==> config.mk <==
export PLATFORM = sky130hd
export DESIGN_NAME = pid_position_servo_step
export DESIGN_NICKNAME = d
export VERILOG_FILES = /design/src/sv/pss_pkg.sv /design/src/sv/pss_state.sv /design/src/sv/pss_power.sv /design/src/sv/pid_position_servo_step.sv
export SDC_FILE = /design/constraint.sdc
export NUM_CORES = 2
export LEC_CHECK = 0
export ABC_AREA = 1
export ABC_CLOCK_PERIOD_IN_PS = 26200
export BUFFER_PORTS_ARGS = -buffer_cell sky130_fd_sc_hd__buf_4
export CAP_MARGIN = 20
export CORE_ASPECT_RATIO = 1.5
export CORE_MARGIN = 2
export CORE_UTILIZATION = 70
export CTS_CLUSTER_DIAMETER = 80
export DETAILED_ROUTE_END_ITERATION = 8
export PLACE_DENSITY = 0.91
export SYNTH_ARGS = -nofsm -noshare
export SYNTH_HDL_FRONTEND = slang
export SYNTH_SLANG_ARGS = --single-unit
==> constraint.sdc <==
create_clock -name i_clk -period 26.2 [get_ports i_clk]
set_clock_uncertainty 0.05 [all_clocks]
set_input_delay 6.55 -clock i_clk [delete_from_list [all_inputs] [get_ports i_clk]]
set_output_delay 6.55 -clock i_clk [all_outputs]
set_load 0.005 [all_outputs]
==> src/sv/pss_pkg.sv <==
// shared types and constants of the pid position servo step
// no dependencies; imported by pss_state, pss_power, the top level and the testbench
package pss_pkg;

    localparam int MAX_ANGLE    = 180;
    localparam int WINDOW_LEN   = 5;
    localparam int FULL_DUTY    = 4096;
    localparam int INT_WINDOW   = 10;
    localparam int STABLE_LIMIT = 5;

    // field widths
    localparam int ANGLE_W = 8;
    localparam int ERR_W   = ANGLE_W + 1;
    localparam int DIFF_W  = ERR_W + 1;
    localparam int GAIN_W  = 16;
    localparam int DUTY_W  = 13;
    localparam int INT_W   = 32;
    localparam int CNT_W   = 3;

    // derived datapath widths
    localparam int SUM_W     = DIFF_W + $clog2(WINDOW_LEN);
    localparam int NUM_W     = GAIN_W + SUM_W;
    localparam int P_W       = GAIN_W + ERR_W + 1;
    localparam int PWR_W     = INT_W + 2;

    // derivative divide by a constant through a reciprocal multiply
    localparam int DIV      = WINDOW_LEN * 100;
    localparam int DIV_SH   = $clog2(DIV);
    localparam int RECIP_SH = NUM_W + DIV_SH;
    localparam int RECIP_W  = NUM_W + 1;
    localparam int Q_W      = NUM_W - DIV_SH + 1;
    localparam int MULT_W   = NUM_W + RECIP_W;
    localparam logic [RECIP_W-1:0] RECIP =
        RECIP_W'(((64'd1 << RECIP_SH) + 64'(DIV) - 64'd1) / 64'(DIV));

    // configuration port
    localparam int CFG_ADDR_W = 3;
    localparam int CFG_DATA_W = GAIN_W;
    localparam logic [CFG_ADDR_W-1:0] CFG_TARGET = 3'd0;
    localparam logic [CFG_ADDR_W-1:0] CFG_GAIN_P = 3'd1;
    localparam logic [CFG_ADDR_W-1:0] CFG_GAIN_I = 3'd2;
    localparam logic [CFG_ADDR_W-1:0] CFG_GAIN_D = 3'd3;
    localparam logic [CFG_ADDR_W-1:0] CFG_ENABLE = 3'd4;

    typedef struct packed {
        logic signed [ERR_W-1:0] target;
        logic [GAIN_W-1:0]       gain_p;
        logic [GAIN_W-1:0]       gain_i;
        logic [GAIN_W-1:0]       gain_d;
        logic                    enable;
    } t_cfg;

    // result of the state stage, handed to the power pipeline
    typedef struct packed {
        logic                    en;
        logic                    settled;
        logic signed [ERR_W-1:0] err;
        logic                    sum_neg;
        logic [SUM_W-1:0]        sum_mag;
        logic signed [INT_W-1:0] integ;
    } t_s1;

endpackage

==> src/sv/pss_state.sv <==
// loop state of the servo step: error, speed window, integral, stable count
// depends on pss_pkg; feeds pss_power through a registered t_s1 stage
module pss_state (
    input  logic              i_clk,
    input  logic              i_rst_n,
    input  logic              i_valid,
    output logic              o_ready,
    input  logic [7:0]        i_angle,
    input  pss_pkg::t_cfg     i_cfg,
    output logic              o_valid,
    input  logic              i_ready,
    output pss_pkg::t_s1      o_s1
);
    import pss_pkg::*;

    localparam logic signed [ERR_W-1:0] TGT_MIN = '1;
    localparam logic signed [ERR_W-1:0] TGT_MAX = ERR_W'(MAX_ANGLE);
    localparam logic signed [ERR_W-1:0] IW_POS  = ERR_W'(INT_WINDOW);
    localparam logic signed [ERR_W-1:0] IW_NEG  = -ERR_W'(INT_WINDOW);
    localparam logic signed [ERR_W-1:0] ONE_POS = ERR_W'(1);
    localparam logic signed [ERR_W-1:0] ONE_NEG = '1;

    logic [ANGLE_W-1:0]        r_prev_angle, n_prev_angle;
    logic signed [ERR_W-1:0]   r_prev_err, n_prev_err;
    logic signed [DIFF_W-1:0]  r_win [WINDOW_LEN];
    logic signed [DIFF_W-1:0]  n_win [WINDOW_LEN];
    logic signed [SUM_W-1:0]   r_wsum, n_wsum;
    logic signed [INT_W-1:0]   r_int, n_int;
    logic [CNT_W-1:0]          r_stable, n_stable;
    logic                      r_valid;
    t_s1                       r_s1, n_s1;

    logic                      ld;
    logic [ANGLE_W-1:0]        angle;
    logic signed [ERR_W-1:0]   tgt;
    logic signed [ERR_W-1:0]   err;
    logic signed [ERR_W-1:0]   da;
    logic signed [DIFF_W-1:0]  diff;
    logic signed [SUM_W-1:0]   sum;
    logic signed [P_W-1:0]     prod_i;
    logic signed [INT_W:0]     int_wide;
    logic signed [INT_W-1:0]   int_upd;
    logic [CNT_W-1:0]          cnt_upd;
    logic                      settled;
    logic                      restart;

    assign ld      = i_valid && o_ready;
    assign o_ready = !r_valid || i_ready;
    assign o_valid = r_valid;
    assign o_s1    = r_s1;

    always_comb begin
        angle = (i_angle > ANGLE_W'(MAX_ANGLE)) ? ANGLE_W'(MAX_ANGLE) : i_angle;

        if (i_cfg.target < TGT_MIN) begin
            tgt = TGT_MIN;
        end else if (i_cfg.target > TGT_MAX) begin
            tgt = TGT_MAX;
        end else begin
            tgt = i_cfg.target;
        end
        err  = tgt - $signed({1'b0, angle});
        diff = DIFF_W'(err) - DIFF_W'(r_prev_err);
        // running window sum: drop the oldest difference, add the newest
        sum  = r_wsum - SUM_W'(r_win[0]) + SUM_W'(diff);

        // integrate only inside the small error band, clear outside it and at zero error
        prod_i   = P_W'($signed({1'b0, i_cfg.gain_i})) * P_W'(err);
        int_wide = (INT_W + 1)'(r_int) + (INT_W + 1)'(prod_i);
        if (int_wide[INT_W] != int_wide[INT_W-1]) begin
            int_upd = int_wide[INT_W] ? {1'b1, {(INT_W-1){1'b0}}}
                                      : {1'b0, {(INT_W-1){1'b1}}};
        end else begin
            int_upd = int_wide[INT_W-1:0];
        end
        if (err == '0 || err >= IW_POS || err <= IW_NEG) begin
            int_upd = '0;
        end

        da = $signed({1'b0, angle}) - $signed({1'b0, r_prev_angle});
        cnt_upd = (da >= ONE_NEG && da <= ONE_POS) ? r_stable + CNT_W'(1) : r_stable;
        settled = i_cfg.enable && (cnt_upd > CNT_W'(STABLE_LIMIT));
        restart = !i_cfg.enable || settled;

        for (int k = 0; k < WINDOW_LEN - 1; k++) begin
            n_win[k] = restart ? '0 : r_win[k+1];
        end
        n_win[WINDOW_LEN-1] = restart ? '0 : diff;
        n_wsum       = restart ? '0 : sum;
        n_int        = restart ? '0 : int_upd;
        n_stable     = restart ? '0 : cnt_upd;
        n_prev_angle = restart ? '0 : angle;
        n_prev_err   = restart ? '0 : err;

        n_s1.en      = i_cfg.enable;
        n_s1.settled = settled;
        n_s1.err     = err;
        n_s1.sum_neg = sum[SUM_W-1];
        n_s1.sum_mag = sum[SUM_W-1] ? SUM_W'(-sum) : SUM_W'(sum);
        n_s1.integ   = int_upd;
    end

    always_ff @(posedge i_clk) begin
        if (!i_rst_n) begin
            r_valid      <= 1'b0;
            r_prev_angle <= '0;
            r_prev_err   <= '0;
            r_wsum       <= '0;
            r_int        <= '0;
            r_stable     <= '0;
            for (int k = 0; k < WINDOW_LEN; k++) begin
                r_win[k] <= '0;
            end
        end else begin
            if (o_ready) begin
                r_valid <= i_valid;
            end
            if (ld) begin
                r_prev_angle <= n_prev_angle;
                r_prev_err   <= n_prev_err;
                r_wsum       <= n_wsum;
                r_int        <= n_int;
                r_stable     <= n_stable;
                for (int k = 0; k < WINDOW_LEN; k++) begin
                    r_win[k] <= n_win[k];
                end
            end
        end
    end

    always_ff @(posedge i_clk) begin
        if (ld) begin
            r_s1 <= n_s1;
        end
    end

`ifndef NO_ASSERTIONS
    a_settle_needs_enable: assert property (@(posedge i_clk) disable iff (!i_rst_n)
        r_valid && r_s1.settled |-> r_s1.en)
        else $error("settled flagged on a disabled request");

    a_stable_bound: assert property (@(posedge i_clk) disable iff (!i_rst_n)
        r_stable <= CNT_W'(STABLE_LIMIT))
        else $error("stable count passed its limit");

    a_restart_clears: assert property (@(posedge i_clk) disable iff (!i_rst_n)
        ld && restart |=> r_int == '0 && r_stable == '0 && r_wsum == '0)
        else $error("move state not cleared on restart");
`endif

endmodule

==> src/sv/pss_power.sv <==
// power pipeline: pid terms, derivative divide, sum and h-bridge duty
// depends on pss_pkg; takes t_s1 from pss_state, holds the result register
module pss_power (
    input  logic                  i_clk,
    input  logic                  i_rst_n,
    input  logic                  i_valid,
    output logic                  o_ready,
    input  pss_pkg::t_s1          i_s1,
    input  pss_pkg::t_cfg         i_cfg,
    output logic                  o_valid,
    input  logic                  i_ready,
    output logic [12:0]           o_drive_a,
    output logic [12:0]           o_drive_b,
    output logic                  o_settled
);
    import pss_pkg::*;

    localparam logic [DUTY_W-1:0] FULL = DUTY_W'(FULL_DUTY);

    typedef struct packed {
        logic                    en;
        logic                    settled;
        logic signed [P_W-1:0]   p;
        logic [NUM_W-1:0]        dmag;
        logic                    neg;
        logic signed [INT_W-1:0] integ;
    } t_sa;

    typedef struct packed {
        logic                    en;
        logic                    settled;
        logic signed [P_W-1:0]   p;
        logic [Q_W-1:0]          q;
        logic                    neg;
        logic signed [INT_W-1:0] integ;
    } t_sb;

    typedef struct packed {
        logic                    en;
        logic                    settled;
        logic signed [PWR_W-1:0] pwr;
    } t_sc;

    t_sa r_a, n_a;
    t_sb r_b, n_b;
    t_sc r_c, n_c;
    logic r_va, r_vb, r_vc, r_vo;
    logic rdy_a, rdy_b, rdy_c, rdy_o;
    logic [DUTY_W-1:0] r_da, r_db, n_da, n_db;
    logic r_set, n_set;

    logic [MULT_W-1:0]       prod_q;
    logic signed [PWR_W-1:0] dq;
    logic [PWR_W-1:0]        mag;
    logic [DUTY_W-1:0]       duty;
    logic                    pos;

    assign rdy_o   = !r_vo || i_ready;
    assign rdy_c   = !r_vc || rdy_o;
    assign rdy_b   = !r_vb || rdy_c;
    assign rdy_a   = !r_va || rdy_b;
    assign o_ready = rdy_a;
    assign o_valid = r_vo;
    assign o_drive_a = r_da;
    assign o_drive_b = r_db;
    assign o_settled = r_set;

    always_comb begin
        n_a.en      = i_s1.en;
        n_a.settled = i_s1.settled;
        n_a.p       = P_W'($signed({1'b0, i_cfg.gain_p})) * P_W'(i_s1.err);
        n_a.dmag    = NUM_W'(i_cfg.gain_d) * NUM_W'(i_s1.sum_mag);
        n_a.neg     = i_s1.sum_neg;
        n_a.integ   = i_s1.integ;

        // exact floor divide of the magnitude, sign restored in the next stage
        prod_q      = MULT_W'(r_a.dmag) * MULT_W'(RECIP);
        n_b.en      = r_a.en;
        n_b.settled = r_a.settled;
        n_b.p       = r_a.p;
        n_b.q       = Q_W'(prod_q >> RECIP_SH);
        n_b.neg     = r_a.neg;
        n_b.integ   = r_a.integ;

        dq          = $signed(PWR_W'(r_b.q));
        if (r_b.neg) begin
            dq = -dq;
        end
        n_c.en      = r_b.en;
        n_c.settled = r_b.settled;
        n_c.pwr     = PWR_W'(r_b.p) + dq + PWR_W'(r_b.integ);

        mag  = r_c.pwr[PWR_W-1] ? PWR_W'(-r_c.pwr) : PWR_W'(r_c.pwr);
        duty = (mag >= PWR_W'(FULL_DUTY)) ? '0 : FULL - DUTY_W'(mag);
        pos  = !r_c.pwr[PWR_W-1] && (r_c.pwr != '0);
        if (!r_c.en) begin
            n_da = '0;
            n_db = '0;
        end else if (pos) begin
            n_da = duty;
            n_db = FULL;
        end else begin
            n_da = FULL;
            n_db = duty;
        end
        n_set = r_c.en && r_c.settled;
    end

    always_ff @(posedge i_clk) begin
        if (!i_rst_n) begin
            r_va <= 1'b0;
            r_vb <= 1'b0;
            r_vc <= 1'b0;
            r_vo <= 1'b0;
        end else begin
            if (rdy_a) begin
                r_va <= i_valid;
            end
            if (rdy_b) begin
                r_vb <= r_va;
            end
            if (rdy_c) begin
                r_vc <= r_vb;
            end
            if (rdy_o) begin
                r_vo <= r_vc;
            end
        end
    end

    always_ff @(posedge i_clk) begin
        if (rdy_a) begin
            r_a <= n_a;
        end
        if (rdy_b) begin
            r_b <= n_b;
        end
        if (rdy_c) begin
            r_c <= n_c;
        end
        if (rdy_o) begin
            r_da  <= n_da;
            r_db  <= n_db;
            r_set <= n_set;
        end
    end

`ifndef NO_ASSERTIONS
    a_one_side_full: assert property (@(posedge i_clk) disable iff (!i_rst_n)
        r_vo |-> (r_da == FULL || r_db == FULL
                  || (r_da == '0 && r_db == '0 && !r_set)))
        else $error("neither bridge side fully on for an enabled result");

    a_stage_holds: assert property (@(posedge i_clk) disable iff (!i_rst_n)
        r_vc && !rdy_c |=> r_vc && $stable(r_c.pwr))
        else $error("stalled power stage lost its value");
`endif

endmodule

==> src/sv/pid_position_servo_step.sv <==
// top level of the pid position servo step: config registers, input register
// depends on pss_pkg, pss_state and pss_power
//
//  channel   direction  handshake            payload
//  sample    in         i_valid / o_ready    i_measured_angle
//  result    out        o_valid / i_ready    o_drive_a, o_drive_b, o_settled
//  config    in         i_cfg_we             i_cfg_addr, i_cfg_data
//
// one sample is taken every cycle while the result side does not stall; a request
// passes the input register, state stage, three math stages and result register in turn
// the state loop closes through the integral multiply-accumulate
// synchronous active-low reset clears config, move state and all valid flags
// a stalled result backs up stage by stage; empty stages keep filling
module pid_position_servo_step (
    input  logic        i_clk,
    input  logic        i_rst_n,
    input  logic        i_valid,
    output logic        o_ready,
    input  logic [7:0]  i_measured_angle,
    output logic        o_valid,
    input  logic        i_ready,
    output logic [12:0] o_drive_a,
    output logic [12:0] o_drive_b,
    output logic        o_settled,
    input  logic        i_cfg_we,
    input  logic [2:0]  i_cfg_addr,
    input  logic [15:0] i_cfg_data
);
    import pss_pkg::*;

    t_cfg               r_cfg;
    logic               r_in_valid;
    logic [ANGLE_W-1:0] r_in_angle;
    logic               st_ready;
    logic               s1_valid;
    logic               pw_ready;
    t_s1                s1;

    assign o_ready = !r_in_valid || st_ready;

    always_ff @(posedge i_clk) begin
        if (!i_rst_n) begin
            r_cfg <= '0;
        end else if (i_cfg_we) begin
            unique case (i_cfg_addr)
                CFG_TARGET: r_cfg.target <= i_cfg_data[ERR_W-1:0];
                CFG_GAIN_P: r_cfg.gain_p <= i_cfg_data[GAIN_W-1:0];
                CFG_GAIN_I: r_cfg.gain_i <= i_cfg_data[GAIN_W-1:0];
                CFG_GAIN_D: r_cfg.gain_d <= i_cfg_data[GAIN_W-1:0];
                CFG_ENABLE: r_cfg.enable <= i_cfg_data[0];
                default:    r_cfg        <= r_cfg;
            endcase
        end
    end

    always_ff @(posedge i_clk) begin
        if (!i_rst_n) begin
            r_in_valid <= 1'b0;
        end else if (o_ready) begin
            r_in_valid <= i_valid;
        end
    end

    always_ff @(posedge i_clk) begin
        if (o_ready) begin
            r_in_angle <= i_measured_angle;
        end
    end

    pss_state u_state (
        .i_clk   (i_clk),
        .i_rst_n (i_rst_n),
        .i_valid (r_in_valid),
        .o_ready (st_ready),
        .i_angle (r_in_angle),
        .i_cfg   (r_cfg),
        .o_valid (s1_valid),
        .i_ready (pw_ready),
        .o_s1    (s1)
    );

    pss_power u_power (
        .i_clk     (i_clk),
        .i_rst_n   (i_rst_n),
        .i_valid   (s1_valid),
        .o_ready   (pw_ready),
        .i_s1      (s1),
        .i_cfg     (r_cfg),
        .o_valid   (o_valid),
        .i_ready   (i_ready),
        .o_drive_a (o_drive_a),
        .o_drive_b (o_drive_b),
        .o_settled (o_settled)
    );

endmodule

==> metrics.md <==
| Metric | Value |
|---|---|
| Status | finished clean |
| Maxcap violations | 0 |
| Synth warn | 0 |
| Routed length per instance | 20.6 um |
| Commonest cells after routing, fill and taps aside | inv_1, nand2_1, fa_1 |
| Final net count | 7,655 |
| Routed WL | 151,000 um |
| Crit path kind | in2out |
| H-tree depth | 2 |
| Yosys reg bits | 479 |
| Slew @ Worst Pin | 1.09 ns |
| Max Transition Viols Final | 0 |
| Number of port buffers | 60 |
| Async set or reset register ratio after synthesis | 0% |
| Worst path cell trace | buf_4 -> nor2_1 -> inv_2 -> nor2_2 -> inv_2 -> nor2_1 -> inv_2 -> buf_4 -> nor2_1 -> clkinv_2 -> nor2_1 -> nand2_1 -> buf_4 |
| GPL Wtd Cong | 0.989 |
| Filler cells | 5,047 |
| CTS tree | built |
| Met2 routed WL | 73,800 um |
| CP max stage cell | buf_4 |
| Mapped Area | 55,000 sq um |
| Layout cells sized above 1 | 4.08% |
| Tcrit/Tclk final | 62.6% |
| Clk root buf | clkbuf_16 |
| Slew margin rel. | 27.0% |
| I/O pins | 61 |
| Fin crit period | 16.40 ns |
| Overflow left after global routing | 0 |
| Drt first pass iters | 8 |
| Vias after detailed routing | 43,600 |
| # rows | 126 |
| Final HPWL DP | 118,000 um |
| Final antenna-violating net count | 0 |
| Die height | 347 um |
| Final TNS setup | 0 ns |
| Core Area | 78,400 sq um |
| Most common cell after layout, fill and taps aside | inv_1 |
| Gate count of the mapped netlist | 6,281 |
| Reg clk slew, reported paths | 0.08 ns |
| Area Growth Syn to Fin | 5.33% |
| Max incr delay on CP | 0.74 ns |
| Max layer used | met5 |
| Post-cts sizing count | 0 |
| Core Util, Final | 74.0% |
| HP Class | reg2reg |
| All-Layer GR Usage | 39.0% |
| Die X | 233 um |
| CP required | 19.60 ns |
| Drt drc | 0 |
| Critical path launch point type | primary input |
| WL met1 | 47,700 um |
| Post-synth top flop | edfxtp_1 |
| Synth top area share | 25.1% |
| Vias per cell | 5.95 |
| Die ar. | 80,900 sq um |
| Initial Util | 70.3% |
| Largest net degree at the start of global routing | 85 |
| RSZ-0062 raised after global routing | no |
| Initial antenna violation count | 6 |
| TritonCTS Buffers | 46 |
| Most used cell, CP | nor2_1 |
| Num Clock Sinks | 479 |
| FMAX | 61.0 MHz |
| Cts hold-fix bufs | 0 |
| First-pass GRT wire length | 242,000 um |
| Worst-Skew Late Latency | 0.64 ns |
| Worst Hold Margin | 0.365 ns |
| Post-synth EDFFs | 350 |
| # setup viols final | 0 |
| Unique masters post-synth | 52 |
| Longest Clk Path Bufs | 3 |
| Crit path DAT | 9.80 ns |
| Synth area leaders | fa_1, edfxtp_1, ha_1 |
| Initial drt markers | 4,166 |
| Vias in the first global route | 47,100 |
| # Post-CTS Setup Buffers | 0 |
| Synth Area per Inst | 8.76 sq um |
| Largest area contributor in the netlist | fa_1 |
| Register area share after synthesis | 23.8% |
| CP endpoint kind | output pin |
| Worst-path maximum fanout | 84 |
| Fin. Hold Viols | 0 |
| Met3 WL | 13,200 um |
| Mapped Nets | 7,678 |
cell type report:
cell class                 instances  area (sq um)  share of cell area [%]
multi-input combinational       4122         35500                    61.3
clock buffer                      53          1220                    2.10
tap                             1024          1280                    2.21
timing repair buffer              75           631                    1.09
antenna                            4          10.0                  0.0173
clock inverter                    33           445                   0.768
sequential                       479         13100                    22.6
inverter                        1534          5760                    9.93
kinds of logic (layout without fill, tap and decap cells):
family                     Yosys count  count (layout)  synth area share [%]
AOI/OAI and AO/OA                  606             606                  6.41
and+or+nand+nor                   1964            1964                  14.7
other                                0               4                     0
buffers and inverters             1680            1695                  11.7
adders and majority gates         1365            1365                  40.4
DFF                                479             479                  23.8
xor gates and xnor gates           187             187                  3.02
path summary, 6_finish.rpt:
check,startpoint,endpoint,slack (ns),cells after the start
max,i_ready,o_ready,9.80,13
min,u_power.n_b[2]$_DFFE_PP_,u_power.r_b[2]$_DFFE_PP_,0.37,0
max reg2reg,r_cfg[54]$_SDFFE_PN0P_,u_state.r_int[13]$_SDFFE_PN0P_,16.62,35
min reg2reg,u_power.n_b[2]$_DFFE_PP_,u_power.r_b[2]$_DFFE_PP_,0.37,0
registers in the layout (all words and copies together) (netlist names):
signal                flops
u_power.o_valid           1
u_state.o_valid           1
u_power.n_c               2
u_state.r_stable          3
u_power.r_b              80
u_power.o_settled         1
u_state.r_win            50
u_power.r_vb              1
r_cfg                    58
u_state.r_prev_angle      8
u_state.o_s1             57
u_power.r_a              29
r_in_valid                1
u_state.r_int            32
u_power.o_drive_a        13
u_power.n_b              61
r_in_angle                8
u_power.r_c              36
u_power.o_drive_b        13
u_state.r_wsum           13
u_state.r_prev_err        9
u_power.r_vc              1
u_power.r_va              1
cell usage after synthesis (30+ instances only):
cell      number
o21ai_0      189
nand3_1      166
o21bai_1      37
xnor2_1       66
dfxtp_1      129
clkbuf_1     112
a21oi_1      248
nand4_1       72
o21bai_2      30
nor2_1       516
ha_1         676
inv_1       1514
nor3_1        48
edfxtp_1     350
xor2_1       119
fa_1         689
nand2_1     1077
critical path: cells and delay by family:
kind | cells | cell delay (ns)
buffers and inverters | 7 | 2.33
AND/OR/NAND/NOR | 6 | 0.86
layer usage:
metal  GRT usage, %  up-vias
met2           67.0     2392
met1           40.2    20800
met3           9.16     1014
li1               -    19400
met5              0        -
met4           31.7        8
stage by stage:
step,setup slack [ns],instance area (sq um),instances
final,9.80,58000,7324
after global placement,9.86,56200,7230
after CTS,9.78,57900,7316
after detailed placement,9.80,56200,7230
after global routing,9.51,58000,7320
after floorplan,9.49,55000,6281
Power is not shown: default switching activity piles up to over one toggle a cycle in this logic, so the estimate is an artifact.
